`config.mk`:
```
export PLATFORM = sky130hd
export DESIGN_NAME = aad_ctrl
export DESIGN_NICKNAME = d
export VERILOG_FILES = /design/src/sv/aad_pkg.sv /design/src/sv/aad_ctrl.sv
export SDC_FILE = /design/constraint.sdc
export NUM_CORES = 1
export LEC_CHECK = 0
export ABC_AREA = 1
export BUFFER_PORTS_ARGS = -buffer_cell sky130_fd_sc_hd__clkbuf_2
export CORE_AREA = 2 2 39 41
export DETAILED_ROUTE_END_ITERATION = 12
export DIE_AREA = 0 0 41 43
export PLACE_DENSITY_LB_ADDON = 0.15
export SYNTH_ARGS = -nofsm -noshare
export SYNTH_HDL_FRONTEND = slang
export SYNTH_SLANG_ARGS = --single-unit
```
`constraint.sdc`:
```
create_clock -name clk -period 1.19 [get_ports clk]
set_input_delay 0.238 -clock clk [delete_from_list [all_inputs] [get_ports clk]]
set_output_delay 0.238 -clock clk [all_outputs]
set_load 0.01 [all_outputs]
```
`src/sv/aad_pkg.sv`:
```
// Shared constants, types and helpers for the area-average downscaler.
`timescale 1ns / 1ps
`default_nettype none
package aad_pkg;

	localparam int MAX_OUT_WIDTH = 1024;
	localparam int COORD_BITS    = 13;
	localparam int COL_IDX_BITS  = $clog2(MAX_OUT_WIDTH);
	localparam int OUT_COL_BITS  = COL_IDX_BITS + 1;
	localparam int OUT_ROW_BITS  = 13;
	localparam int OUT_W_BITS    = 11;
	localparam int PIX_BITS      = 8;
	localparam int SUM_BITS      = 24;
	localparam int STEP_BITS     = 24;
	localparam int ACC_BITS      = 40;
	localparam int FRAC_BITS     = 16;
	localparam int BOUND_BITS    = ACC_BITS - FRAC_BITS;
	localparam int SPAN_BITS     = COORD_BITS + 1;
	localparam int AREA_BITS     = 2 * SPAN_BITS;
	localparam int DCNT_BITS     = $clog2(SUM_BITS);
	localparam int CFG_IDX_BITS  = 3;
	localparam int CFG_DATA_BITS = 24;

	localparam logic [CFG_IDX_BITS-1:0] CFG_IN_WIDTH   = 3'd0;
	localparam logic [CFG_IDX_BITS-1:0] CFG_IN_HEIGHT  = 3'd1;
	localparam logic [CFG_IDX_BITS-1:0] CFG_OUT_WIDTH  = 3'd2;
	localparam logic [CFG_IDX_BITS-1:0] CFG_OUT_HEIGHT = 3'd3;
	localparam logic [CFG_IDX_BITS-1:0] CFG_ROW_STEP   = 3'd4;
	localparam logic [CFG_IDX_BITS-1:0] CFG_COL_STEP   = 3'd5;

	localparam logic [COORD_BITS-1:0]   RST_IN_WIDTH   = 13'd640;
	localparam logic [COORD_BITS-1:0]   RST_IN_HEIGHT  = 13'd480;
	localparam logic [OUT_W_BITS-1:0]   RST_OUT_WIDTH  = 11'd320;
	localparam logic [OUT_ROW_BITS-1:0] RST_OUT_HEIGHT = 13'd240;
	localparam logic [STEP_BITS-1:0]    RST_STEP       = 24'd131072;

	localparam logic [ACC_BITS-1:0] ONE_Q16  = 40'h10000;
	localparam logic [ACC_BITS-1:0] HALF_Q16 = 40'h08000;

	typedef enum logic [2:0] {
		ST_IDLE,
		ST_EVAL,
		ST_UPD,
		ST_DIV,
		ST_OUT
	} aad_state_t;

	typedef struct packed {
		logic accept;
		logic eval;
		logic update;
		logic div_run;
		logic out_load;
	} aad_cmd_t;

	typedef struct packed {
		logic result;
		logic div_last;
		logic out_free;
	} aad_stat_t;

	function automatic logic [ACC_BITS-1:0] eff_step(input logic [STEP_BITS-1:0] s);
		return (ACC_BITS'(s) < ONE_Q16) ? ONE_Q16 : ACC_BITS'(s);
	endfunction

	function automatic logic [ACC_BITS-1:0] acc_init(input logic [STEP_BITS-1:0] s);
		return eff_step(s) + HALF_Q16;
	endfunction

endpackage
`default_nettype wire

```
`src/sv/aad_ctrl.sv`:
```
// Controller state machine sequencing evaluate, update, divide and output.
`timescale 1ns / 1ps
`default_nettype none
module aad_ctrl (
	input  wire                 clk,
	input  wire                 arst_n,
	input  wire                 in_valid,
	output logic                in_stall,
	input  aad_pkg::aad_stat_t  stat,
	output aad_pkg::aad_cmd_t   cmd
);
	import aad_pkg::*;

	aad_state_t state_q, state_d;

	always_ff @(posedge clk or negedge arst_n) begin
		if (!arst_n) begin
			state_q <= ST_IDLE;
		end else begin
			state_q <= state_d;
		end
	end

	always_comb begin
		state_d  = state_q;
		cmd      = '0;
		in_stall = 1'b1;
		case (state_q)
			ST_IDLE: begin
				in_stall = 1'b0;
				if (in_valid) begin
					cmd.accept = 1'b1;
					state_d    = ST_EVAL;
				end
			end
			ST_EVAL: begin
				cmd.eval = 1'b1;
				state_d  = ST_UPD;
			end
			ST_UPD: begin
				cmd.update = 1'b1;
				state_d    = stat.result ? ST_DIV : ST_IDLE;
			end
			ST_DIV: begin
				cmd.div_run = 1'b1;
				if (stat.div_last) begin
					state_d = ST_OUT;
				end
			end
			ST_OUT: begin
				if (stat.out_free) begin
					cmd.out_load = 1'b1;
					state_d      = ST_IDLE;
				end
			end
			default: begin
				state_d = ST_IDLE;
			end
		endcase
	end

`ifndef NO_ASSERTIONS
	a_accept_idle: assert property (@(posedge clk) disable iff (!arst_n)
		cmd.accept |=> (state_q == ST_EVAL))
		else $error("request taken outside idle");
	a_div_len: assert property (@(posedge clk) disable iff (!arst_n)
		(cmd.div_run && stat.div_last) |=> (state_q == ST_OUT))
		else $error("divide did not hand over to output");
	a_one_cmd: assert property (@(posedge clk) disable iff (!arst_n)
		$onehot0(cmd))
		else $error("overlapping commands");
`endif
endmodule
`default_nettype wire

```
After elaboration in Yosys (flattened, before gate mapping)

Index checks and enable logic that the tools add are counted.

Input bits: 6
Register bits after elaboration: 3
Output and inout bits: 6
Logic and storage cells: 23

Eq/ne operators: 7
Muxes and demuxes: 13
Reduce and logical (&&, ||, !) cells: 2

Operators with widths:

| cell                                                | count |
|---|---|
| case mux 3 bit (5 select lines)                     | 1 |
| two-way mux 3 bit                                   | 3 |
| two-way mux 1 bit                                   | 8 |
| equality test 3 x 2 -> 1 bit, second input constant | 2 |
| inequality test 2 bit, second input constant        | 3 |
| equality test 3 x 1 -> 1 bit, second input constant | 1 |
| equality test 3 bit, second input constant          | 1 |
| logical NOT 3 bit                                   | 1 |
| AND reduction 3 bit                                 | 1 |
| two-way mux 2 bit                                   | 1 |

Longest topological paths before layout

Gate-level depths: netlist of the first run.

Depth after elaboration: 3
Depth in mapped cells: 5
Mapped depth without buffers: 5

Least setup slack after synthesis of the first run

No wires, ideal clock.

Kind: reg-to-output
Start: register state_q[0]
End: output cmd[4] (netlist name)
Cell stages (with the launch flop): 4
Arrival time: 0.886 ns
Path buffers: 0
Path slack: 0.066 ns
Data required time: 0.952 ns
Path through: dfrtp_1 -> nor2_1 -> nand2_1 -> nor2_1

RTL lines:

| what                   | RTL line       | RTL |
|---|---|---|
| start, declared        | aad_ctrl.sv:14 | `aad_state_t state_q, state_d;` |
| start signal, assigned | aad_ctrl.sv:20 | `state_q <= state_d;` |
| end, declared          | aad_ctrl.sv:10 | `output aad_pkg::aad_cmd_t cmd` |

==> impl_results.md, run 1 <==
* Sw Ratio at 0.409
* Util after Layout at 0.315
* Drt first pass iters at 1
* Startpoint Class: flip-flop
* I/O Pins at 12
* Vias in the first global route at 270
* # port buffers at 11
* Core footprint at 1380 sq um
* Cells after Synth at 29
* GP Congestion at 0.598
* Max IR drop VDD at a little under 0.5 mV
* PwrDens at 2540 nW/um^2
* Setup Total Neg Slack at -0.610 ns
* Crit. End Element: output pin
* R2r worst-path depth at 7
* Maximum fanout along the worst path at 6
* Worst hold slack at 0.241 ns
* TritonCTS Buffers at 3
* N_diodes at 0
* Die width at 41 um
* CTS root buf: clkbuf_4
* Max Clock Skew at 0.00184 ns
* Htree depth at 1
* Routed WL at 636 um
* Max Root-Sink Buffers at 2
* WHS Path Cells at 3
* Residual DRC count at 0
* Final min period at about 1.4 ns
* Violated checks: setup timing
* Final Max Tran Viols at 0
* Synth warn at 0
* Clock share of power at 0.163
* Slew @ Worst Pin at roughly 0.23 ns
* Setup ws final at -0.165 ns
* Largest reg by FF count: state_q
* Seq pwr share at 0.212
* Final hold vios at 0
* Mapped Area at 204 sq um
* Fin crit share at 1.14
* Avg WL per Cell at 9.35 um
* Tightest Hold Check Type: in2reg
* Synth cell types at 12
* Commonest non-fill, non-tap cell in the layout: clkbuf_2
* Vias at 279
* Largest net degree at the start of global routing at 7
* Area growth, synth to finish at 113%
* HPWL after DPL at 404 um
* Total track usage at 0.0916
* CP arrival at 1.12 ns
* Fmax at 738 MHz
* Slew headroom at 0.842
* Yosys reg bits at 3
* Syn nets at 35
* Antenna violations before repair at 0
* Final nets at 59
* WS Path Type: reg2out
* Place WS at 0.0168 ns
* Design area at 435 sq um
* RSZ-0062 raised after global routing: true
* Crit. Startpoint: state_q[0]
* Largest register FFs at 3
* LEAKAGE at 0.248 nW
* Die area at roughly 1800 sq um
* Row cnt at 14
* Share of cells above drive strength 1 at 0.673
* Number of nets with antenna violations after routing at 0
* Worst skew pair latency at about 0.23 ns
* Internal power at 653 uW
* Max Cap Violations at 0
* Chip height at between 40 and 50 um
* Critical path required time at ~0.95 ns
* Setup violations, final at 8
* Combinational cell fraction of total power at 0.625
* CTS tree: yes
* First-pass GRT wire length at 1000 um
* Net Sw Power at around 450 uW
* Gr ovfl total at 0
* Run status: finished with violations
* DRT iter0 DRCs at 0
* Biggest regs: state_q x3
* Mapped Avg Cell Area at 7.03 sq um
* Hold path startpoint: stat[2]
* Average vias per placed instance at 4.10
* Initial Util at 0.147
* Crit Reg-Reg Startpoint: state_q[1]
* Num Clock Sinks at 3
* Placed Area at 287 sq um
* Sequential share of the synthesized area at 0.368
* Worst-path clk slew at 0.04 ns
* Commonest cells after routing, fill and taps aside: clkbuf_2, inv_1, buf_4
-- synth_stat cells, drive strengths merged --
| cell type | count | area share |
|---|---|---|
| nand2 | 5 | 0.12 |
| nor3 | 1 | 0.025 |
| nor2 | 3 | 0.068 |
| o211ai | 1 | 0.037 |
| inv | 8 | 0.15 |
| nand3 | 5 | 0.12 |
| nand4 | 1 | 0.031 |
| dfrtp | 3 | 0.37 |
| o21bai | 1 | 0.055 |
| nor4 | 1 | 0.031 |
-- power groups by stage --
stage                     Sequential, mW  Combinational (mW)  Clock (mW)
after floorplan                    0.192               0.255           0
after global placement             0.200               0.402           0
after detailed placement           0.198               0.393           0
after CTS                          0.204               0.550       0.187
after global routing               0.240               0.762       0.197
final                              0.234               0.691       0.180
-- worst max-delay path, stage by stage, from the launching register on --
cell and delay (ns):
dfrtp_2 0.45, nor3_1 0.25, clkbuf_2 0.18
-- what timing repair did --
action / CTS / global route
hold buffers: 1 / 0
pin swaps: 6 / 2
buffers inserted: 5 / 1
endpoints found under the hold margin: 3 / 0
gates resized for setup: 5 / 16
gates cloned: 0 / 0
endpoints found under the setup margin: 6 / 8
-- layer usage --
layer | wire length (um) | vias up | track usage
met4 | 16 | 0 | 0.0867
li1 | - | 139 | -
met2 | 347 | 7 | 0.131
met3 | 51 | 2 | 0.0471
met5 | 0 | - | 0
met1 | 220 | 131 | 0.0877
-- stage by stage --
stage / cells / total power [mW]
2_1_floorplan: 29 / 0.447
3_3_place_gp: 57 / 0.602
3_5_place_dp: 57 / 0.591
4_1_cts: 67 / 0.942
5_1_grt: 68 / 1.20
6_report: 68 / 1.11
-- path summary, 6_finish.rpt --
kind / endpoint / slack [ns]
worst max register to register: state_q[0] / -0.01
worst min register to register: state_q[1] / 0.63
worst min-delay path: state_q[1] / 0.24
max in group asynchronous: state_q[1] / 0.74
worst max-delay path: cmd[2] / -0.16
min in group asynchronous: state_q[0] / 0.33
-- cell families after synthesis --
| family | share of synthesized area |
|---|---|
| AND/OR/NAND/NOR | 0.393 |
| buffers and inverters | 0.147 |
| flip-flops | 0.368 |
| AO/OA/AOI/OAI | 0.0920 |
-- area by class of cell --
cell class	count	area [sq um]
repair buffers	19	134
well taps	16	20.0
fillers	147	948
flip-flops and latches	3	77.6
multi-input cells	18	148
inverters	8	30.0
clock buffers	4	26.3
No activity file was read; power rests on OpenSTA's default activity.
==> inputs of run 2 (changes only) <==
==> constraint.sdc (replaced) <==
create_clock -name clk -period 1.19 [get_ports clk]
set_input_delay 0.0595 -clock clk [delete_from_list [all_inputs] [get_ports clk]]
set_output_delay 0.0595 -clock clk [all_outputs]
set_load 0.01 [all_outputs]
==> run 2 against run 1 <==
The run now ends clean. Routed wire length shrank 24%. Combinational power shrank 38%. First-iteration DRC count is the same. Register-to-register slack gained 0.17 ns. Via count shrank 19%. Count of clock-buffer cells in the layout is the same. Largest power group unchanged. Critical endpoint is now cmd[0]. Sequential cell count is the same. Clock power is essentially flat. Sequential power grew 2%. Die area is the same. Fmax grew 20%. Clock skew is essentially flat.
==> impl_results.md, run 2 (synthesis gave the netlist of run 1 again) <==
* Biggest regs: state_q x3
* Worst hold slack at 0.0710 ns (-0.170 ns)
* Gr ovfl total at 0 (unchanged)
* Die width at 41 um (unchanged)
* Slowest CP cell: dfrtp_2
* Crit. End Element: output pin
* Sw Ratio at 0.442 (+0.0327)
* Antenna violations before repair at 0 (unchanged)
* Slew headroom at 0.873 (+0.0304)
* Tightest Hold Check Type: in2reg
* Worst skew pair latency at 0.23 ns (about the same)
* Worst-path clk slew at 0.04 ns (about the same)
* Crit-path max cell delay at 0.44 ns (about the same)
* Average vias per placed instance at 3.63 (-12%)
* Commonest non-fill, non-tap cell in the layout: clkbuf_2
* Commonest cells after routing, fill and taps aside: clkbuf_2, inv_1, nand3_1
* Startpoint Class: flip-flop
* Final hold vios at 0 (unchanged)
* CTS root buf: clkbuf_4
* Design area at 352 sq um (-19%)
* Place WS at 0.148 ns (+0.132 ns)
* Final min period at 1.13 ns (-0.223 ns)
* Slew @ Worst Pin at 0.190 ns (-0.0446 ns)
* Largest register FFs at 3 (unchanged)
* Total track usage at 0.0763 (-0.0153)
* Residual DRC count at 0 (unchanged)
* Combinational cell fraction of total power at 0.506 (-0.119)
* Filler cells at 162 (+10%)
* Setup violations, final at 0 (-8)
* Initial Util at 0.147 (unchanged)
* CP cell instances: nor4_2 > buf_2
* Max IR drop VDD at 0.482 mV (-2.2%)
* Max Clock Skew at 0.00156 ns (-0.000288 ns)
* Net Sw Power at 372 uW (-18%)
* I/O Pins at 12 (unchanged)
* Row cnt at 14 (unchanged)
* Run status: finished, final reports clean
* GP Congestion at 0.623 (+4.2%)
* Area growth, synth to finish at 72.4%
* Share of cells above drive strength 1 at 0.587 (-0.0861)
* Number of nets with antenna violations after routing at 0 (unchanged)
* WS Path Type: reg2out
* Fin cells at 62 (-8.8%)
* Vias at 225 (-19%)
* RSZ-0062 raised after global routing: true
* Total power at 840 uW (-24%)
* Core footprint at 1380 sq um (unchanged)
* Max Cap Violations at 0 (unchanged)
* Clock share of power at 0.211 (+0.048)
* Setup ws final at 0.0585 ns (+0.223 ns)
* LEAKAGE at 0.201 nW (-19%)
* Internal power at 469 uW (-28%)
* Fmax at 884 MHz (+20%)
* Util after Layout at 0.254 (-0.0606)
* Inst Count DP at 56 (-1.8%)
* Chip height at 43 um (unchanged)
* N_diodes at 0 (unchanged)
* CTS tree: yes
* Htree depth at 1 (unchanged)
* PwrDens at 2390 nW/um^2 (-5.9%)
* Drt first pass iters at 1 (unchanged)
* Placed Area at 279 sq um (-2.6%)
* First-pass GRT wire length at 883 um (-12%)
* Num Clock Sinks at 3 (unchanged)
* Critical path required time at 1.13 ns (+0.18 ns)
* DRT iter0 DRCs at 0 (unchanged)
* TritonCTS Buffers at 3 (unchanged)
* Maximum fanout along the worst path at 4 (-2)
* Fin crit share at 0.951 (-0.188)
* Avg WL per Cell at 7.79 um (-17%)
* CP arrival at 1.07 ns (-0.05 ns)
* Largest net degree at the start of global routing at 7 (unchanged)
* Final nets at 53 (-10%)
* Largest reg by FF count: state_q
* Final Max Tran Viols at 0 (unchanged)
* HPWL after DPL at 389 um (-3.8%)
* Die area at 1760 sq um (unchanged)
* Seq pwr share at 0.283 (+0.071)
* # port buffers at 11 (unchanged)
* Routed WL at 483 um (-24%)
* Setup Total Neg Slack at 0 ns (+0.610 ns)
* Vias in the first global route at 238 (-12%)
* Max Root-Sink Buffers at 2 (unchanged)
run 2: cell types whose count changed in the layout (fill, tap and decap cells not counted):
cell	delta
buf_4	-5
nand3_4	-1
buf_6	-3
nand2_4	-1
nand3_1	+3
clkbuf_2	+2
nor3_2	+1
nor3_1	-1
nand2_2	+1
nand3_2	-2
run 2: power by group through the flow:
| stage | Combinational [mW] | Sequential [mW] | Clock, mW |
|---|---|---|---|
| after floorplan | 0.255 | 0.192 | 0 |
| after global placement | 0.382 | 0.210 | 0 |
| after detailed placement | 0.373 | 0.203 | 0 |
| after CTS | 0.396 | 0.208 | 0.187 |
| after global routing | 0.488 | 0.252 | 0.194 |
| final | 0.426 | 0.238 | 0.177 |
run 2: worst paths after layout:
kind                       slack, ns          to        from  cells after the start
min in group asynchronous       0.15  state_q[2]      arst_n                      2
max reg2reg                     0.16  state_q[0]  state_q[2]                      5
max in group asynchronous       0.92  state_q[0]      arst_n                      2
min                             0.07  state_q[1]     stat[2]                      3
min reg2reg                     0.61  state_q[1]  state_q[2]                      3
max                             0.06      cmd[0]  state_q[1]                      2
run 2: worst max-delay path: cells and delay by family (launching register included):
family        cells  cell delay, ns
flops             1            0.44
simple gates      1            0.24
buf+inv           1            0.16
run 2: final cells by class:
class	count	area [sq um]	share of cell area
Timing Repair Buffer	13	72.6	0.206
Tap cell	16	20.0	0.0569
Inverter	8	30.0	0.0854
Clock buffer	4	26.3	0.0747
Sequential cell	3	77.6	0.221
Multi-Input combinational cell	18	125	0.356
run 2: per-layer routing:
| metal | vias to the layer above | track usage | part of all wire |
|---|---|---|---|
| li1 | 127 | - | - |
| met1 | 93 | 0.0836 | 0.34 |
| met2 | 5 | 0.109 | 0.57 |
| met3 | 0 | 0.0314 | 0.085 |
| met4 | 0 | 0.0600 | 0 |
| met5 | - | 0 | 0 |
run 2: timing repair:
item,in CTS,in global routing
hold endpoints to repair,3,0
gates resized for setup,2,10
setup endpoints to repair,2,5
hold buffers,1,0
pin swaps,1,1
setup buffers,1,0
==> inputs of run 3 (changes only) <==
PLACE_DENSITY_LB_ADDON = unset   (was 0.15)
==> run 3 against run 2 <==
Routed wire length increased by 3.3%. Clock power hardly changed. Sequential share of layout area is the same. Largest cell class unchanged.
==> impl_results.md, run 3 (synthesis gave the netlist of run 1 again) <==
* DRT iter0 DRCs at 4 (+4)
* Largest reg by FF count: state_q
* Htree depth at 1 (unchanged)
* WHS Path Cells at 3 (unchanged)
* WS Path Type: reg2out
* I/O Pins at 12 (unchanged)
* Place WS at 0.152 ns (+0.00316 ns)
* WHS Endpoint: state_q[1]
* Routed WL at 499 um (+3.3%)
* Final min period at 1.14 ns (+0.0110 ns)
* Final Max Tran Viols at 0 (unchanged)
* Share of cells above drive strength 1 at 0.587 (unchanged)
* CTS tree: yes
* Filler cells at 152 (-6.2%)
* Num Clock Sinks at 3 (unchanged)
* Worst skew pair latency at 0.23 ns (about the same)
* Final hold vios at 0 (unchanged)
* CP arrival at 1.08 ns (about the same)
* Average vias per placed instance at 3.81 (+4.9%)
* Initial Util at 0.147 (unchanged)
* Slowest CP cell: dfrtp_2
* Startpoint Class: flip-flop
* Util after Layout at 0.254 (unchanged)
* Total power at 842 uW (+0.26%)
* Slew @ Worst Pin at 0.203 ns (+0.0135 ns)
* Tightest Hold Check Type: in2reg
* Core footprint at 1380 sq um (unchanged)
* Vias in the first global route at 236 (-0.84%)
* Row cnt at 14 (unchanged)
* Crit. End Element: output pin
* Antenna violations before repair at 0 (unchanged)
* Largest net degree at the start of global routing at 7 (unchanged)
* Max Clock Skew at 0.000223 ns (-0.00133 ns)
* Chip height at 43 um (unchanged)
* Critical path required time at 1.13 ns (about the same)
* RSZ-0062 raised after global routing: true
* Biggest regs: state_q x3
* Max IR drop VDD at 0.416 mV (-14%)
* Setup violations, final at 0 (unchanged)
* First-pass GRT wire length at 814 um (-7.8%)
* Worst reg2reg path endpoint: state_q[0]
* LEAKAGE at 0.201 nW (unchanged)
* Number of nets with antenna violations after routing at 0 (unchanged)
* Die area at 1760 sq um (unchanged)
* Fmax at 875 MHz (-0.96%)
* HPWL after DPL at 391 um (+0.49%)
* Worst-path clk slew at 0.04 ns (about the same)
* Slew headroom at 0.864 (-0.00904)
* GP Congestion at 0.636 (+2.1%)
* Vias at 236 (+4.9%)
* Hold path startpoint: stat[2]
* Commonest cells after routing, fill and taps aside: clkbuf_2, inv_1, nand3_1
* Gr ovfl total at 0 (unchanged)
* CTS root buf: clkbuf_4
* Avg WL per Cell at 8.05 um (+3.3%)
* Fin crit share at 0.960 (+0.00921)
* Crit-path max cell delay at 0.44 ns (about the same)
* Setup ws final at 0.0476 ns (-0.0110 ns)
* Drt first pass iters at 3 (+2)
* Run status: finished, final reports clean
* CP cell instances: nor2_4 > nand2_2 > nor2_1 > buf_2
* Die width at 41 um (unchanged)
* Max Root-Sink Buffers at 2 (unchanged)
* Worst R2R Setup Slack at 0.17 ns (about the same)
* Largest register FFs at 3 (unchanged)
* Commonest non-fill, non-tap cell in the layout: clkbuf_2
* Area growth, synth to finish at 72.4% (unchanged)
* Total track usage at 0.0755 (-0.000853)
* TritonCTS Buffers at 3 (unchanged)
* Crit Reg-Reg Startpoint: state_q[2]
* # port buffers at 11 (unchanged)
* Setup Total Neg Slack at 0 ns (unchanged)
* R2r worst-path depth at 5 (unchanged)
* Max Cap Violations at 0 (unchanged)
* PwrDens at 2400 nW/um^2 (+0.26%)
* Residual DRC count at 0 (unchanged)
* Final nets at 53 (unchanged)
* Maximum fanout along the worst path at 4 (unchanged)
* N_diodes at 0 (unchanged)
==> run 3: what timing repair did <==
action,in CTS,in global routing
pin swaps,0,2
setup endpoints to repair,2,4
buffers inserted,1,0
resized for setup,2,10
hold buffers,1,0
endpoints found under the hold margin,3,0
==> run 3: how the worst max path moves through the flow <==
stage / to / slack [ns] / start
finish: cmd[4] / 0.05 / state_q[1]
global route: cmd[4] / -0.03 / state_q[1]
CTS: cmd[4] / 0.002 / state_q[0]
detailed placement: state_q[0] / 0.15 / state_q[0]
global placement: state_q[0] / 0.16 / state_q[0]
floorplan: state_q[1] / 0.20 / state_q[0]
==> run 3: power by group <==
group	total [mW]	switching [mW]	internal, mW
clock	0.176	0.0507	0.126
sequential	0.238	0.0854	0.153
combinational	0.428	0.238	0.190
==> run 3: area by class of cell <==
cell class,count,area (sq um),area share
clock buffer,4,26.3,0.0747
sequential,3,77.6,0.221
timing repair buffer,13,72.6,0.206
inverter,8,30.0,0.0854
tap,16,20.0,0.0569
multi-input combinational,18,125,0.356
==> run 3: metal layers <==
layer | wire [um] | up-vias | global-route usage
met5 | 0 | - | 0
met4 | 0 | 0 | 0.0800
met3 | 36 | 0 | 0.0314
met2 | 289 | 6 | 0.116
met1 | 174 | 102 | 0.0647
li1 | - | 128 | -
==> run 3: through the flow <==
| stage | hold WS (ns) | instances | instance area [sq um] |
|---|---|---|---|
| after CTS | 0.0569 | 62 | 327 |
| after global placement | -0.141 | 56 | 279 |
| after global routing | 0.0881 | 62 | 352 |
| final | 0.0676 | 62 | 352 |
| after floorplan | -0.236 | 29 | 204 |
| after detailed placement | -0.139 | 56 | 279 |
==> run 3: critical path, delay by kind of cell (launching register included) <==
family / cells / cell delay (ns)
DFF: 1 / 0.44
and+or+nand+nor: 3 / 0.28
buffers and inverters: 1 / 0.13
